`src/rtl/core/klqm_pkg.sv`:
```
`timescale 1ns / 1ps
`default_nettype none
package klqm_pkg;
  localparam int unsigned Entries = 16;
  localparam int unsigned Items = 32;
  localparam int unsigned SlotW = $clog2(Entries + 1);
  localparam int unsigned SlotIdxW = $clog2(Entries);
  localparam int unsigned ItemW = $clog2(Items + 1);
  localparam int unsigned ItemIdxW = $clog2(Items);
  localparam logic [SlotW-1:0] SlotNull = SlotW'(Entries);
  localparam logic [ItemW-1:0] ItemNull = ItemW'(Items);

  typedef enum logic [1:0] {
    ModeOpen   = 2'd0,
    ModeAppend = 2'd1,
    ModeClose  = 2'd2,
    ModeRsvd   = 2'd3
  } mode_e;

  typedef enum logic [2:0] {
    StOpened   = 3'd0,
    StAppended = 3'd1,
    StClosed   = 3'd2,
    StNotFound = 3'd3,
    StTblFull  = 3'd4,
    StStrFull  = 3'd5
  } status_e;

  typedef enum logic [3:0] {
    SInit, SIdle, SOpenWr, SFindRd, SFindChk, SAppRd, SAppWr, SDrRd, SDrOut,
    SUnlink1, SUnlink2, SUnlink3, SOut
  } state_e;

  typedef struct packed {
    logic [SlotW-1:0] nxt;
    logic [SlotW-1:0] prv;
    logic [ItemW-1:0] first;
    logic [ItemW-1:0] last;
    logic [15:0]      key;
  } slot_t;
endpackage
`default_nettype wire

```
`src/rtl/core/keyed_linked_queue_manager_top.sv`:
```
// Keyed linked queue manager.
// Input channel s_axis: tdata holds mode [1:0], client_id [17:2], charge_code [33:18].
// Output channel m_axis: tdata holds status [2:0], out_code [18:3], code_valid [19];
// tlast marks the final result item of each input item.
// Open creates a keyed entry at the list tail, append adds a code to the oldest
// entry with the key, close emits the entry's codes in order and then a final
// status item with tlast. Mode three is accepted and dropped without a result.
// Slot records, codes and item links live in synchronous memories with one write
// port and one read port. One item is processed at a time. Append and close search
// the list from the head, reading each slot visited and then comparing its key, and
// report a missing key at the end of the list. After that an open with an existing
// tail rewrites the old tail's link, an append reads and then writes the stores, and
// a close reads and emits each drained code in turn and then unlinks the slot; the
// final result is registered. The table holds 16 entries and the item store 32 codes.
// A stalled receiver holds the output register and the sequencer waits on it; a new
// item is accepted, at the earliest, in the cycle after the last result item is taken.
// After reset the block chains every item of the item store into the free list
// and accepts no item during that pass.
`timescale 1ns / 1ps
`default_nettype none
module keyed_linked_queue_manager_top (
  input  wire logic        clk_i,
  input  wire logic        rst_ni,
  input  wire logic        s_axis_tvalid,
  output logic             s_axis_tready,
  input  wire logic [39:0] s_axis_tdata,  // mode, client_id, charge_code
  output logic             m_axis_tvalid,
  input  wire logic        m_axis_tready,
  output logic [23:0]      m_axis_tdata,  // status, out_code, code_valid
  output logic             m_axis_tlast
);
  localparam int unsigned SW = klqm_pkg::SlotW;
  localparam int unsigned IW = klqm_pkg::ItemW;
  localparam int unsigned SIW = klqm_pkg::SlotIdxW;
  localparam int unsigned IIW = klqm_pkg::ItemIdxW;

  klqm_pkg::slot_t slot_mem [klqm_pkg::Entries];
  logic [15:0]    val_mem  [klqm_pkg::Items];
  logic [IW-1:0]  link_mem [klqm_pkg::Items];

  logic [klqm_pkg::Entries-1:0] used_q, used_d;
  logic [SW-1:0] head_q, head_d, tail_q, tail_d;
  logic [IW-1:0] free_q, free_d;
  klqm_pkg::state_e st_q, st_d;
  klqm_pkg::mode_e mode_q, mode_d;
  logic [15:0] key_q, key_d, code_q, code_d;
  logic [SW-1:0] cur_q, cur_d;
  logic [SW:0] cnt_q, cnt_d;
  logic [IW-1:0] it_q, it_d;
  klqm_pkg::slot_t sr_q, srec_q, srec_d;
  logic [15:0] vr_q;
  logic [IW-1:0] lr_q;

  logic ov_q, ov_d, ol_q, ol_d, ocv_q, ocv_d;
  logic [2:0] ost_q, ost_d;
  logic [15:0] oc_q, oc_d;

  logic sw_en; logic [SIW-1:0] sw_a; klqm_pkg::slot_t sw_dat;
  logic [SIW-1:0] sr_a;
  logic vw_en; logic [IIW-1:0] vw_a;
  logic lw_en; logic [IIW-1:0] lw_a; logic [IW-1:0] lw_dat;
  logic [IIW-1:0] ir_a;

  logic [SW-1:0] fslot;
  logic ffound;
  logic out_free;

  always_comb begin
    ffound = 1'b0;
    fslot = klqm_pkg::SlotNull;
    for (int i = int'(klqm_pkg::Entries) - 1; i >= 0; i--) begin
      if (!used_q[i]) begin
        ffound = 1'b1;
        fslot = SW'(i);
      end
    end
  end

  always_ff @(posedge clk_i) begin
    if (sw_en) slot_mem[sw_a] <= sw_dat;
    sr_q <= slot_mem[sr_a];
    if (vw_en) val_mem[vw_a] <= code_q;
    if (lw_en) link_mem[lw_a] <= lw_dat;
    vr_q <= val_mem[ir_a];
    lr_q <= link_mem[ir_a];
  end

  assign out_free = !ov_q || m_axis_tready;
  assign s_axis_tready = (st_q == klqm_pkg::SIdle) && !ov_q;
  assign m_axis_tvalid = ov_q;
  assign m_axis_tlast = ol_q;
  assign m_axis_tdata = {4'd0, ocv_q, oc_q, ost_q};

  always_comb begin
    st_d = st_q; mode_d = mode_q; key_d = key_q; code_d = code_q;
    cur_d = cur_q; cnt_d = cnt_q; it_d = it_q; srec_d = srec_q;
    used_d = used_q; head_d = head_q; tail_d = tail_q; free_d = free_q;
    ov_d = ov_q && !m_axis_tready; ol_d = ol_q; ocv_d = ocv_q;
    ost_d = ost_q; oc_d = oc_q;
    sw_en = 1'b0; sw_a = cur_q[SIW-1:0]; sw_dat = srec_q;
    sr_a = cur_q[SIW-1:0];
    vw_en = 1'b0; vw_a = it_q[IIW-1:0];
    lw_en = 1'b0; lw_a = it_q[IIW-1:0]; lw_dat = klqm_pkg::ItemNull;
    ir_a = it_q[IIW-1:0];
    unique case (st_q)
      klqm_pkg::SInit: begin
        lw_en = 1'b1;
        lw_dat = it_q + IW'(1);
        it_d = it_q + IW'(1);
        if (it_q == IW'(klqm_pkg::Items - 1)) st_d = klqm_pkg::SIdle;
      end
      klqm_pkg::SIdle: begin
        sr_a = tail_q[SIW-1:0];
        if (s_axis_tvalid && s_axis_tready) begin
          mode_d = klqm_pkg::mode_e'(s_axis_tdata[1:0]);
          key_d = s_axis_tdata[17:2];
          code_d = s_axis_tdata[33:18];
          cur_d = head_q;
          cnt_d = '0;
          unique case (klqm_pkg::mode_e'(s_axis_tdata[1:0]))
            klqm_pkg::ModeOpen: begin
              if (!ffound) begin
                ost_d = klqm_pkg::StTblFull;
                st_d = klqm_pkg::SOut;
              end else begin
                sw_en = 1'b1; sw_a = fslot[SIW-1:0];
                sw_dat = '{nxt: klqm_pkg::SlotNull, prv: tail_q,
                           first: klqm_pkg::ItemNull, last: klqm_pkg::ItemNull,
                           key: s_axis_tdata[17:2]};
                used_d[fslot[SIW-1:0]] = 1'b1;
                tail_d = fslot;
                ost_d = klqm_pkg::StOpened;
                if (tail_q == klqm_pkg::SlotNull) begin
                  head_d = fslot;
                  st_d = klqm_pkg::SOut;
                end else begin
                  cur_d = tail_q; it_d = IW'(fslot);
                  st_d = klqm_pkg::SOpenWr;
                end
              end
            end
            klqm_pkg::ModeAppend: st_d = klqm_pkg::SFindRd;
            klqm_pkg::ModeClose: st_d = klqm_pkg::SFindRd;
            klqm_pkg::ModeRsvd: st_d = klqm_pkg::SIdle;
          endcase
        end
      end
      klqm_pkg::SOpenWr: begin
        // The previous tail now points at the new slot.
        sw_en = 1'b1; sw_dat = sr_q; sw_dat.nxt = it_q[SW-1:0];
        st_d = klqm_pkg::SOut;
      end
      klqm_pkg::SFindRd: begin
        if (cur_q == klqm_pkg::SlotNull || cnt_q == (SW+1)'(klqm_pkg::Entries)) begin
          ost_d = klqm_pkg::StNotFound;
          st_d = klqm_pkg::SOut;
        end else st_d = klqm_pkg::SFindChk;
      end
      klqm_pkg::SFindChk: begin
        if (used_q[cur_q[SIW-1:0]] && sr_q.key == key_q) begin
          srec_d = sr_q;
          if (mode_q == klqm_pkg::ModeAppend) begin
            if (free_q == klqm_pkg::ItemNull) begin
              ost_d = klqm_pkg::StStrFull; st_d = klqm_pkg::SOut;
            end else begin
              it_d = free_q; st_d = klqm_pkg::SAppRd;
            end
          end else begin
            it_d = sr_q.first; st_d = klqm_pkg::SDrRd;
          end
        end else begin
          cur_d = sr_q.nxt; cnt_d = cnt_q + (SW+1)'(1);
          st_d = klqm_pkg::SFindRd;
        end
      end
      klqm_pkg::SAppRd: begin
        if (srec_q.last != klqm_pkg::ItemNull) begin
          lw_en = 1'b1; lw_a = srec_q.last[IIW-1:0]; lw_dat = it_q;
        end
        st_d = klqm_pkg::SAppWr;
      end
      klqm_pkg::SAppWr: begin
        free_d = lr_q;
        vw_en = 1'b1;
        lw_en = 1'b1; lw_dat = klqm_pkg::ItemNull;
        sw_en = 1'b1; sw_dat = srec_q; sw_dat.last = it_q;
        if (srec_q.last == klqm_pkg::ItemNull) sw_dat.first = it_q;
        ost_d = klqm_pkg::StAppended;
        st_d = klqm_pkg::SOut;
      end
      klqm_pkg::SDrRd: begin
        if (it_q == klqm_pkg::ItemNull) begin
          if (srec_q.prv == klqm_pkg::SlotNull) head_d = srec_q.nxt;
          if (srec_q.nxt == klqm_pkg::SlotNull) tail_d = srec_q.prv;
          used_d[cur_q[SIW-1:0]] = 1'b0;
          ost_d = klqm_pkg::StClosed;
          st_d = klqm_pkg::SUnlink1;
        end else st_d = klqm_pkg::SDrOut;
      end
      klqm_pkg::SDrOut: begin
        if (out_free) begin
          ov_d = 1'b1; ost_d = klqm_pkg::StClosed; oc_d = vr_q; ocv_d = 1'b1;
          ol_d = 1'b0;
          lw_en = 1'b1; lw_dat = free_q;
          free_d = it_q; it_d = lr_q;
          st_d = klqm_pkg::SDrRd;
        end
      end
      klqm_pkg::SUnlink1: begin
        sr_a = srec_q.prv[SIW-1:0];
        st_d = klqm_pkg::SUnlink2;
      end
      klqm_pkg::SUnlink2: begin
        if (srec_q.prv != klqm_pkg::SlotNull) begin
          sw_en = 1'b1; sw_a = srec_q.prv[SIW-1:0];
          sw_dat = sr_q; sw_dat.nxt = srec_q.nxt;
        end
        sr_a = srec_q.nxt[SIW-1:0];
        st_d = klqm_pkg::SUnlink3;
      end
      klqm_pkg::SUnlink3: begin
        if (srec_q.nxt != klqm_pkg::SlotNull) begin
          sw_en = 1'b1; sw_a = srec_q.nxt[SIW-1:0];
          sw_dat = sr_q; sw_dat.prv = srec_q.prv;
        end
        st_d = klqm_pkg::SOut;
      end
      klqm_pkg::SOut: begin
        if (out_free) begin
          ov_d = 1'b1; oc_d = 16'd0; ocv_d = 1'b0; ol_d = 1'b1;
          st_d = klqm_pkg::SIdle;
        end
      end
      default: st_d = klqm_pkg::SIdle;
    endcase
  end

  always_ff @(posedge clk_i or negedge rst_ni) begin
    if (!rst_ni) begin
      st_q <= klqm_pkg::SInit;
      used_q <= '0;
      head_q <= klqm_pkg::SlotNull;
      tail_q <= klqm_pkg::SlotNull;
      free_q <= '0;
      it_q <= '0;
      ov_q <= 1'b0;
    end else begin
      st_q <= st_d;
      used_q <= used_d;
      head_q <= head_d;
      tail_q <= tail_d;
      free_q <= free_d;
      it_q <= it_d;
      ov_q <= ov_d;
    end
  end

  always_ff @(posedge clk_i) begin
    mode_q <= mode_d; key_q <= key_d; code_q <= code_d;
    cur_q <= cur_d; cnt_q <= cnt_d; srec_q <= srec_d;
    ol_q <= ol_d; ocv_q <= ocv_d; ost_q <= ost_d; oc_q <= oc_d;
  end
endmodule
`default_nettype wire
```
`config.mk`:
```
export PLATFORM = sky130hd
export DESIGN_NAME = keyed_linked_queue_manager_top
export DESIGN_NICKNAME = d
export VERILOG_FILES = /design/src/rtl/core/klqm_pkg.sv /design/src/rtl/core/keyed_linked_queue_manager_top.sv
export SDC_FILE = /design/constraint.sdc
export NUM_CORES = 2
export LEC_CHECK = 0
export BUFFER_PORTS_ARGS = -buffer_cell sky130_fd_sc_hd__buf_2
export CAP_MARGIN = 0
export CORE_MARGIN = 2
export CORE_UTILIZATION = 54
export CTS_CLUSTER_DIAMETER = 80
export CTS_CLUSTER_SIZE = 10
export DETAILED_ROUTE_END_ITERATION = 10
export PLACE_DENSITY = 0.73
export SYNTH_ARGS = -nofsm -noshare
export SYNTH_HDL_FRONTEND = slang
export SYNTH_SLANG_ARGS = --single-unit
```
`constraint.sdc`:
```
create_clock -name clk_i -period 6.6 [get_ports clk_i]
set_input_delay 0.33 -clock clk_i [delete_from_list [all_inputs] [get_ports clk_i]]
set_output_delay 0.33 -clock clk_i [all_outputs]
set_load 0.1 [all_outputs]
```
==> flow_summary.json <==
{
  "ys_ff_latch": 1519,
  "htreeDepth": 4,
  "synth_area_leaders": "edfxtp_1, mux4_2, a22oi_1",
  "crit_top_cell": "buf_4",
  "critPathBufInv": 2,
  "clkPwrFrac_pct": 27.3,
  "ioPinCount": 71,
  "gp_congestion": 0.886,
  "clock_skew_ns": 0.0395,
  "hold_viol": 0,
  "worst_slew_pin_slew_ns": 1.34,
  "grtUsageTotal_pct": 24.6,
  "dp.cells": 4393,
  "synth_flop_cell": "edfxtp_1",
  "dr.pass1.iters": 6,
  "maxSlewViolCount": 0,
  "clk_pin_slew_worst_paths_ns": 0.06,
  "period_needed_ns": 4.49,
  "critical_path_class": "flip-flop to flip-flop",
  "layout_common_cells": "edfxtp_1, mux4_2, a22oi_1",
  "initial_core_util_pct": 54.2,
  "fmax_ghz": 0.223,
  "path_max_fanout": 38,
  "drt_iter0_drc": 3356,
  "nets": 3238,
  "start_kind": "flip-flop",
  "p_int_mw": 20.9,
  "drcViolationCount": 0,
  "p_per_area_nw_per_um2": 465,
  "stdcell_count": 4724,
  "yosysWarnings": 0,
  "async_flop_share_pct": 2.83,
  "p_total_mw": 30.9,
  "p_leak_nw": 21.2,
  "setup.worst_path.start": "st_q[3]",
  "die-area_sq_um": 112000,
  "max_cap_viol_count": 0,
  "final_common_cell": "edfxtp_1",
  "setup-violations-final": 0,
  "status": "finished, final reports clean",
  "coreArea_sq_um": 108000,
  "grt_start_max_net_pins": 135,
  "sw_frac_of_total_pct": 32.3,
  "yosys.area.top_type": "edfxtp_1",
  "gr-total-overflow": 0,
  "yosysUniqueCellTypes": 75,
  "synth_area_sq_um": 58800,
  "met2_usage_pct": 40.8,
  "crit_required_ns": 6.98,
  "antenna_found_initial": 0,
  "rsz0062_at_grt": "false",
  "viasPerCell": 6.48,
  "cts_sinks": 1519,
  "port_buffers": 60,
  "grt_pass1_wl_um": 200000,
  "clkLatencyLatePin_ns": 0.78,
  "max_stage_delay_ns": 0.78,
  "wl_per_cell_um": 28.9,
  "hold_path_class": "input pin to flip-flop",
  "numCtsBuffers": 170,
  "ant_nets": 0,
  "antenna_cells": 0,
  "crit_path_top_delay_cell": "or4b_1",
  "r2r_start": "st_q[3]",
  "synth-edff-count": 1416,
  "grt_pass1_vias": 30900,
  "met3_usage_pct": 4.34,
  "combPwrFrac_pct": 30.4,
  "worst_setup_path_end_kind": "flip-flop",
  "yosysTopAreaCellShare_pct": 72.3,
  "drive_gt1_share_pct": 22.7,
  "die_y_um": 334,
  "slew_headroom_pct": 10.4,
  "cts-root-buf": "clkbuf_16",
  "row_count": 121,
  "clockBufferDepth": 3,
  "p_seq_share_pct": 42.3,
  "syn_inst": 2977,
  "switching_power_mw": 9.97,
  "cts_tree": "yes",
  "min_from": "s_axis_tvalid",
  "fin_crit_sh_pct": 68.0,
  "critPathTopFamily": "simple AND/OR/NAND/NOR gates",
  "fill_cells": 7335,
  "num_vias": 30600,
  "yosysSeqAreaShare_pct": 76.2,
  "grt_use_met1_pct": 33.2,
  "die_w_um": 334,
  "syn2layout_area_growth_pct": 13.1,
  "crit_arrival_ns": 4.87,
  "busiest_layer": "met2",
  "crit_chain": "buf_4, or4b_1, or2_4, nor2_8, o22ai_1, or2_2, nor4_2, buf_4",
  "wl_um": 136000,
  "dp_hpwl_um": 77900,
  "fin_hold_ws_ns": 0.265,
  "vdd_ir_drop_max_mv": 0.447,
  "cts_setup_buffers": 0,
  "avgSynthCellArea_sq_um": 19.7
}
==> sequential cells by signal, indices dropped and copies added, names as in the netlist, 16 cells and up <==
name      count
code_q       16
used_q       16
vr_q         16
val_mem     512
link_mem    192
srec_q       38
sr_q         38
key_q        16
oc_q         16
slot_mem    608
==> area by class of cell <==
cell class,count,area (sq um),area share [%]
clock buffers,287,4800,7.22
clock inverters,8,106,0.160
inverters,31,116,0.175
multi-input cells,1265,13400,20.2
flip-flops and latches,1519,44800,67.4
well taps,1414,1770,2.66
repair buffers,200,1480,2.22
==> Yosys cell counts, drive strengths merged (20+ instances only) <==
cell    number
edfxtp    1416
mux4       333
a22oi      187
nand2      143
nor2       135
clkbuf      90
buf         75
o21ai       73
dfxtp       60
dfrtp       41
nand4       33
a21oi       31
nand3       30
inv         29
nor2b       25
nor3        24
nor4        20
==> what timing repair did <==
action                                 in CTS  in global routing
setup endpoints to repair                   0                  0
endpoints found under the hold margin      76                  0
gates resized for setup                     0                  0
hold buffers                               36                  0
==> per-stage QoR <==
| stage | util (%) | area, sq um | TNS (ns) | setup slack (ns) |
|---|---|---|---|---|
| after floorplan | - | 58800 | -129.58 | -0.426 |
| after global placement | 56.5 | 61200 | 0 | 2.27 |
| after detailed placement | 56.5 | 61200 | 0 | 2.14 |
| after CTS | 61.3 | 66500 | 0 | 2.10 |
| after global routing | 61.3 | 66500 | 0 | 1.91 |
| final | 61.3 | 66500 | 0 | 2.11 |
==> final timing paths <==
path | end | slack (ns) | cells past startpoint
max | slot_mem[15][6] | 2.11 | 8
min | st_q[0] | 0.27 | 4
max reg2reg | slot_mem[15][6] | 2.11 | 8
min reg2reg | srec_q[18] | 0.44 | 0
max in group asynchronous | it_q[1] | 5.34 | 2
min in group asynchronous | tail_q[3] | 0.42 | 2
==> logic make-up after synthesis <==
logic type | synth area share (%)
AO/OA/AOI/OAI | 4.98
XOR/XNOR | 0.313
adder cells (fa/ha/maj) | 0.149
other | 0.00638
flip-flops | 76.2
buffers and inverters | 1.36
multiplexers | 13.2
AND/OR/NAND/NOR | 3.79
==> metal layers <==
layer | up-vias | wire (um)
met3 | 233 | 11200
li1 | 12800 | -
met1 | 16000 | 52300
met2 | 1580 | 69100
met5 | - | 0
met4 | 0 | 3760
==> worst reg2reg max path, cell delays in order (launching register included) <==
cell and delay, ns:
dfrtp_1 0.36, buf_4 0.23, or4b_1 0.78, or2_4 0.40, nor2_8 0.51, o22ai_1 0.43, or2_2 0.51, nor4_2 0.20
buf_4 0.67
==> power groups by stage <==
stage | Combinational (mW) | Clock (mW) | Sequential, mW
after floorplan | 6.53 | 0 | 13.1
after global placement | 9.16 | 0 | 13.2
after detailed placement | 9.36 | 0 | 13.2
after CTS | 9.45 | 8.55 | 13.1
after global routing | 10.0 | 8.92 | 13.2
final | 9.40 | 8.43 | 13.1
Note: power is estimated with default switching activity, not from simulation.
